File: src/rtl/hmtp_pkg.sv
// ----------------------------------------------------------------------------
// hmtp_pkg
// Types, constants and character helpers for the height map token parser.
// ----------------------------------------------------------------------------
package hmtp_pkg;

  localparam int MAX_COLUMNS = 4096;
  localparam int MAX_ROWS    = 4096;
  localparam int COL_W       = $clog2(MAX_COLUMNS);
  localparam int ROW_W       = $clog2(MAX_ROWS);
  localparam int COORD_W     = 12;
  localparam int COLOR_W     = 24;
  localparam int ALT_W       = 32;

  localparam logic [ALT_W-1:0]   MAG_LIMIT   = 32'h8000_0000;
  localparam logic [ALT_W-1:0]   ALT_MAX     = 32'h7FFF_FFFF;
  localparam logic [COLOR_W-1:0] COLOR_RESET = 24'hFF_FFFF;

  localparam logic [7:0] CH_COMMA = 8'h2C;
  localparam logic [7:0] CH_ZERO  = 8'h30;
  localparam logic [7:0] CH_X     = 8'h78;
  localparam logic [7:0] CH_PLUS  = 8'h2B;
  localparam logic [7:0] CH_MINUS = 8'h2D;
  localparam logic [7:0] CH_LF    = 8'h0A;

  localparam logic [2:0] PH_BETWEEN = 3'd0;
  localparam logic [2:0] PH_TOKEN   = 3'd1;
  localparam logic [2:0] PH_COMMA   = 3'd2;
  localparam logic [2:0] PH_ZERO    = 3'd3;
  localparam logic [2:0] PH_HEX     = 3'd4;
  localparam logic [2:0] PH_DEAD    = 3'd5;

  typedef struct packed {
    logic [7:0] char_byte;
    logic       last_byte;
  } in_t;

  typedef struct packed {
    logic [COORD_W-1:0]      point_column;
    logic [COORD_W-1:0]      point_row;
    logic signed [ALT_W-1:0] altitude;
    logic [COLOR_W-1:0]      point_color;
  } out_t;

  function automatic logic is_space(input logic [7:0] c);
    return (c == 8'h20) || ((c >= 8'h09) && (c <= 8'h0D));
  endfunction

  function automatic logic is_digit(input logic [7:0] c);
    return (c >= 8'h30) && (c <= 8'h39);
  endfunction

  // bit 4 flags a valid hex digit, low nibble is its value
  function automatic logic [4:0] hex_value(input logic [7:0] c);
    logic [7:0] d;
    d = 8'h00;
    if ((c >= 8'h30) && (c <= 8'h39)) begin
      d = c - 8'h30;
      return {1'b1, d[3:0]};
    end else if ((c >= 8'h61) && (c <= 8'h66)) begin
      d = c - 8'h57;
      return {1'b1, d[3:0]};
    end else if ((c >= 8'h41) && (c <= 8'h46)) begin
      d = c - 8'h37;
      return {1'b1, d[3:0]};
    end
    return 5'd0;
  endfunction

endpackage

File: src/rtl/height_map_token_parser_core.sv
// A point is registered into the output queue when its closing byte is accepted.
// One byte per cycle unless the queue is full; parse state is one register stage.
// A two-entry output queue lets input continue while one point waits.
// Reset (synchronous, rst_n low): parser between tokens, row and column zero,
// queue empty, default color all ones.
// ----------------------------------------------------------------------------
// height_map_token_parser_core
// Parses a text height map byte stream into column, row, altitude and color.
// ----------------------------------------------------------------------------
module height_map_token_parser_core
  import hmtp_pkg::*;
(
  input  logic               clk,
  input  logic               rst_n,
  input  logic               in_valid,
  output logic               in_ready,
  input  in_t                in_data,
  output logic               out_valid,
  input  logic               out_ready,
  output out_t               out_data,
  input  logic               cfg_wr_en,
  input  logic [COLOR_W-1:0] cfg_wr_data
);

  logic [2:0]         phase_r, phase_nxt;
  logic               neg_r, neg_nxt;
  logic [ALT_W-1:0]   acc_r, acc_nxt;
  logic               closed_r, closed_nxt;
  logic [COLOR_W-1:0] color_r, color_nxt;
  logic               found_r, found_nxt;
  logic [COL_W-1:0]   col_r, col_nxt;
  logic [ROW_W-1:0]   row_r, row_nxt;
  logic [COLOR_W-1:0] dflt_color_r;

  logic               out_valid_r, skid_valid_r;
  out_t               out_r, skid_r;

  logic               accept, emit, push, pop;
  logic [7:0]         c;
  logic               start;
  logic [2:0]         ph_b;
  logic [ALT_W-1:0]   acc_b;
  logic               closed_b;
  logic [COLOR_W-1:0] color_b;
  logic [ALT_W+2:0]   prod;
  logic [4:0]         hv;
  logic [ALT_W-1:0]   alt;
  out_t               point;

  assign accept = in_valid && in_ready;
  assign in_ready = !skid_valid_r;
  assign c = in_data.char_byte;
  assign hv = hex_value(c);
  assign start = (phase_r == PH_BETWEEN);

  always_comb begin
    phase_nxt  = phase_r;
    neg_nxt    = neg_r;
    acc_nxt    = acc_r;
    closed_nxt = closed_r;
    color_nxt  = color_r;
    found_nxt  = found_r;
    col_nxt    = col_r;
    row_nxt    = row_r;
    emit       = 1'b0;
    ph_b       = start ? PH_TOKEN : phase_r;
    acc_b      = start ? '0 : acc_r;
    closed_b   = start ? 1'b0 : closed_r;
    color_b    = start ? '0 : color_r;
    prod = ({3'b000, acc_b} << 3) + ({3'b000, acc_b} << 1)
         + {31'd0, c[3:0] - 4'h0};

    if (!is_space(c)) begin
      if (start) begin
        neg_nxt   = (c == CH_MINUS);
        found_nxt = 1'b0;
      end
      acc_nxt    = acc_b;
      closed_nxt = closed_b;
      color_nxt  = color_b;
      phase_nxt  = ph_b;
      if (!(start && ((c == CH_PLUS) || (c == CH_MINUS)))) begin
        if (!closed_b && is_digit(c)) begin
          acc_nxt = (prod > {3'b000, MAG_LIMIT}) ? MAG_LIMIT : prod[ALT_W-1:0];
        end else begin
          closed_nxt = 1'b1;
        end
      end
      unique case (ph_b)
        PH_TOKEN: begin
          if (c == CH_COMMA) phase_nxt = PH_COMMA;
        end
        PH_COMMA: phase_nxt = (c == CH_ZERO) ? PH_ZERO : PH_DEAD;
        PH_ZERO: begin
          if (c == CH_X) begin
            phase_nxt = PH_HEX;
            found_nxt = 1'b1;
            color_nxt = '0;
          end else begin
            phase_nxt = PH_DEAD;
          end
        end
        PH_HEX: begin
          if (hv[4]) color_nxt = {color_b[COLOR_W-5:0], hv[3:0]};
          else       phase_nxt = PH_DEAD;
        end
        default: phase_nxt = PH_DEAD;
      endcase
      emit = in_data.last_byte;
    end else begin
      emit = !start;
    end

    if (emit) begin
      phase_nxt = PH_BETWEEN;
      if (col_r < COL_W'(MAX_COLUMNS - 1)) col_nxt = col_r + 1'b1;
    end
    if (c == CH_LF) begin
      col_nxt = '0;
      if (row_r < ROW_W'(MAX_ROWS - 1)) row_nxt = row_r + 1'b1;
    end
    if (in_data.last_byte) begin
      phase_nxt = PH_BETWEEN;
      col_nxt   = '0;
      row_nxt   = '0;
    end
  end

  always_comb begin
    if (neg_nxt)          alt = '0 - acc_nxt;
    else if (acc_nxt[31]) alt = ALT_MAX;
    else                  alt = acc_nxt;
    point.point_column = COORD_W'(col_r);
    point.point_row    = COORD_W'(row_r);
    point.altitude     = $signed(alt);
    point.point_color  = found_nxt ? color_nxt : dflt_color_r;
  end

  always_ff @(posedge clk) begin
    if (!rst_n) begin
      phase_r      <= PH_BETWEEN;
      neg_r        <= 1'b0;
      acc_r        <= '0;
      closed_r     <= 1'b0;
      color_r      <= '0;
      found_r      <= 1'b0;
      col_r        <= '0;
      row_r        <= '0;
      dflt_color_r <= COLOR_RESET;
    end else begin
      if (accept) begin
        phase_r  <= phase_nxt;
        neg_r    <= neg_nxt;
        acc_r    <= acc_nxt;
        closed_r <= closed_nxt;
        color_r  <= color_nxt;
        found_r  <= found_nxt;
        col_r    <= col_nxt;
        row_r    <= row_nxt;
      end
      if (cfg_wr_en) dflt_color_r <= cfg_wr_data;
    end
  end

  assign push = accept && emit;
  assign pop  = out_valid_r && out_ready;

  always_ff @(posedge clk) begin
    if (!rst_n) begin
      out_valid_r  <= 1'b0;
      skid_valid_r <= 1'b0;
    end else begin
      if (skid_valid_r) begin
        if (pop) begin
          out_r        <= skid_r;
          skid_valid_r <= 1'b0;
        end
      end else if (out_valid_r) begin
        if (push && pop) begin
          out_r <= point;
        end else if (push) begin
          skid_r       <= point;
          skid_valid_r <= 1'b1;
        end else if (pop) begin
          out_valid_r <= 1'b0;
        end
      end else if (push) begin
        out_r       <= point;
        out_valid_r <= 1'b1;
      end
    end
  end

  assign out_valid = out_valid_r;
  assign out_data  = out_r;

  a_skid_implies_out: assert property (@(posedge clk) disable iff (!rst_n)
    skid_valid_r |-> out_valid_r)
    else $error("skid entry held without head entry");

  a_last_restarts: assert property (@(posedge clk) disable iff (!rst_n)
    (accept && in_data.last_byte) |=>
      (phase_r == PH_BETWEEN) && (col_r == '0) && (row_r == '0))
    else $error("final byte did not restart the map");

  a_acc_limit: assert property (@(posedge clk) disable iff (!rst_n)
    acc_r <= MAG_LIMIT)
    else $error("altitude magnitude beyond saturation limit");

  a_newline_col: assert property (@(posedge clk) disable iff (!rst_n)
    (accept && (in_data.char_byte == CH_LF)) |=> (col_r == '0))
    else $error("newline did not clear the column");

endmodule

File: config.mk
export PLATFORM = sky130hd
export DESIGN_NAME = height_map_token_parser_core
export DESIGN_NICKNAME = d
export VERILOG_FILES = /design/src/rtl/hmtp_pkg.sv /design/src/rtl/height_map_token_parser_core.sv
export SDC_FILE = /design/constraint.sdc
export NUM_CORES = 1
export LEC_CHECK = 0
export ABC_AREA = 1
export ABC_CLOCK_PERIOD_IN_PS = 9800
export BUFFER_PORTS_ARGS = -buffer_cell sky130_fd_sc_hd__buf_2
export CORE_MARGIN = 4
export CORE_UTILIZATION = 45
export DETAILED_ROUTE_END_ITERATION = 8
export PLACE_DENSITY_LB_ADDON = 0.12
export SLEW_MARGIN = 30
export SYNTH_ARGS = -nofsm -noshare
export SYNTH_HDL_FRONTEND = slang
export SYNTH_SLANG_ARGS = --single-unit
File: constraint.sdc
create_clock -name clk -period 9.8 [get_ports clk]
set_clock_uncertainty 0.15 [all_clocks]
set_input_delay 1.96 -clock clk [delete_from_list [all_inputs] [get_ports clk]]
set_output_delay 1.96 -clock clk [all_outputs]
set_load 0.1 [all_outputs]
==> impl_metrics.tcl <==
set metrics [dict create \
    tightest_slew_ns 0.846 \
    fin_crit_sh 0.658 \
    cap_violations 0 \
    grt_start_max_net_pins 65 \
    finalSetupViolations 0 \
    max_freq_mhz 155 \
    status "complete, no violations" \
    synthAdderAreaFrac 0.0542 \
    rsz0062_at_grt "false" \
    synth_top_family_by_area "simple AND/OR/NAND/NOR gates" \
    p_per_area_mw_per_mm2 142 \
    vias_per_cell 5.25 \
    hold_viol 0 \
    clk_latency_ns 0.57 \
    htree_levels 1 \
    place_congestion 0.914 \
    antenna_found_initial 1 \
    grt.total_usage 0.227 \
    cts_resized 0 \
    dr.first_iter.drc_count 1205 \
    irDropWorstVdd_mv 0.131 \
    io_buffers 119 \
    die-area_mm2 0.0404 \
    ys_warn_count 0 \
    leakage_nw 8.58 \
    hold_depth 0 \
    synth_compound_area_frac 0.115 \
    cp_slowest_cell "nand2_2" \
    yosysSeqAreaShare 0.421 \
    rows 70 \
    cts_buffers 30 \
    initial_core_util 0.456 \
    top_level_ports 120 \
    clockBufferDepth 3 \
    finalMaxSlewViolations 0 \
    worst_setup_path_start_kind "input pin" \
    cpPeakStageDelay_ns 0.50 \
    clk_pin_slew_ns 0.06 \
    synth_edf_count 160 \
    syn_area_per_cell_um2 7.28 \
    finalCriticalPeriod_ns 6.45 \
    r2r_cells 36 \
    ys_seq_elements 272 \
    setup_tns_ns 0 \
    cts_tree "built" \
    wire_per_inst_um 16.6 \
    dp.cells 2814 \
    ys_types 54 \
    synthXorXnorAreaFrac 0.00725 \
    worstPathRequired_ns 9.97 \
    netlist_instances 2299 \
    hpwlAfterDp_mm 35.5 \
    core-area_mm2 0.0367 \
    async_flop_share 0 \
    cp-end-kind "flip-flop" \
    die_x_um 201 \
    drcViolationCount 0 \
    cp_common_cell "nand2_1" \
    syn_nets 2409 \
    vias 15100 \
    post_cts_buffers 0 \
    hold_path_class "reg2reg" \
    cts_sinks 272 \
    synth-simple-area-share 0.314 \
    synthMuxAreaShare 0 \
    critical_path_class "in2reg" \
    final_cells 2871 \
    routed_wl_mm 47.6 \
    grt_overflow_total 0 \
    ys.flop_type "edfxtp_1" \
    maxSlewHeadroom 0.435 \
    dr.pass1.iters 5 \
    drive_gt1_frac 0.116 \
    critPathMaxFanout 30 \
    root_buffer "clkbuf_16" \
    grt_pass1_vias 13900 \
    dieHeight_um 201 \
    grt_pass1_wl_mm 75.7 \
    arrival_ns 6.63 \
    area_growth_pct 11.3 \
    holdBufCountCts 0 \
    synth_area_mm2 0.0167 \
    ant_nets 0 \
    nNetsFinal 2488 \
]
[logic make-up (layout without fill, tap and decap cells)]
family                   count (synthesis)  in the layout
flip-flops                             272            272
other                                    0              2
buffers and inverters                  382            484
adder cells (fa/ha/maj)                 72             72
AO/OA/AOI/OAI                          328            328
AND/OR/NAND/NOR                       1232           1232
XOR/XNOR                                13             13
[stage by stage]
step | power, W | setup slack [ns] | hold slack (ns) | utilization | area, um2
2_1_floorplan | 0.00154 | 0.449 | 0.258 | - | 16700
3_3_place_gp | 0.00161 | 2.84 | 0.264 | 0.481 | 17700
3_5_place_dp | 0.00161 | 2.82 | 0.274 | 0.483 | 17700
4_1_cts | 0.00267 | 2.81 | 0.288 | 0.508 | 18600
5_1_grt | 0.00275 | 2.78 | 0.299 | 0.508 | 18600
6_report | 0.00264 | 3.35 | 0.286 | 0.508 | 18600
[worst max-delay path, delay by kind of cell]
family	cells	cell delay [ns]
xor+xnor	1	0.16
compound gates	2	0.33
simple gates	23	2.73
buf+inv	5	0.40
fa+ha+maj	3	0.99
[area by class of cell]
type	count	area [um2]
multi-input cells	1645	8230
inverters	295	1110
diodes	2	5.00
well taps	468	586
clock inverters	10	80.1
fillers	3703	18100
repair buffers	134	748
clock buffers	45	837
flip-flops and latches	272	7050
[path summary, 6_finish.rpt]
kind | start | to | slack (ns)
hold / removal | col_r[5]$_SDFFE_PN0P_ | skid_r[73]$_DFFE_PP_ | 0.29
hold reg to reg | col_r[5]$_SDFFE_PN0P_ | skid_r[73]$_DFFE_PP_ | 0.29
setup reg to reg | phase_r[2]$_SDFFE_PN0P_ | out_data[38]$_DFFE_PP_ | 3.43
setup / recovery | in_data[4] | out_data[38]$_DFFE_PP_ | 3.35
[routing by layer]
layer	track usage	share of wire
met5	0	0
met3	0.0220	0.047
met4	0.0474	0.017
met1	0.334	0.48
met2	0.366	0.45
[cells in the mapped netlist, types with 8 or more instances]
cell        n  share of area
nand3_1   121          0.036
edfxtp_1  160           0.29
nand2_1   757           0.17
nor2_2     16         0.0060
nor3_1     31         0.0093
clkbuf_1   63          0.014
inv_1     281          0.063
dfxtp_1   112           0.13
ha_1       71          0.053
o221ai_1   34          0.018
inv_2      11         0.0025
nor2_1    192          0.043
o21ai_0   121          0.036
o21ai_1    16         0.0048
nand2_2    34          0.013
a211oi_1    8         0.0036
nand4_1    26         0.0097
a21oi_1   106          0.032
buf_2      13         0.0039
o211ai_1    9         0.0040
and2_1     14         0.0052
nand3_2    16         0.0096
[registers in the layout, summed over array words and instances, names as in the netlist]
name          count
out_data         80
skid_r           80
acc_r            32
color_r          24
dflt_color_r     24
col_r            12
row_r            12
phase_r           3
closed_r          1
found_r           1
neg_r             1
out_valid         1
skid_valid_r      1
[power by group]
group	internal, W	switching, W
logic	0.0000595	0.000258
registers	0.00125	0.0000172
clock network	0.000593	0.000465
[cells in the final DEF (no fill, tap or decap), types with 3 or more instances in the layout]
master     netlist  layout
o21bai_1         4       4
o21ai_0        121     121
buf_4            1      13
clkbuf_16        0      30
clkinv_2         0       5
clkinv_1         3       5
dfxtp_1        112     111
o21ai_1         16      16
and2_1          14      14
nand4_1         26      26
a31oi_1          7       7
nor2_4           4       4
nor2_1         192     192
a21oi_2          5       5
o22ai_1          3       3
nand3_1        121     121
o211ai_1         9       9
clkbuf_8         0       3
o21ai_2          3       3
nor4_1           6       6
inv_1          281     278
nor2_2          16      16
o2111ai_1        3       3
inv_2           11      14
a21oi_4          2       3
xnor2_1          5       5
buf_2           13     119
nand2_1        757     755
xor2_1           7       7
nor3_1          31      30
nand3b_1         7       7
o221ai_1        34      34
nand3_2         16      16
ha_1            71      71
nand2_2         34      36
a211oi_1         8       8
a21oi_1        106     105
edfxtp_1       160     160
clkbuf_1        63      12
Note: power is estimated with default switching activity, not from simulation.
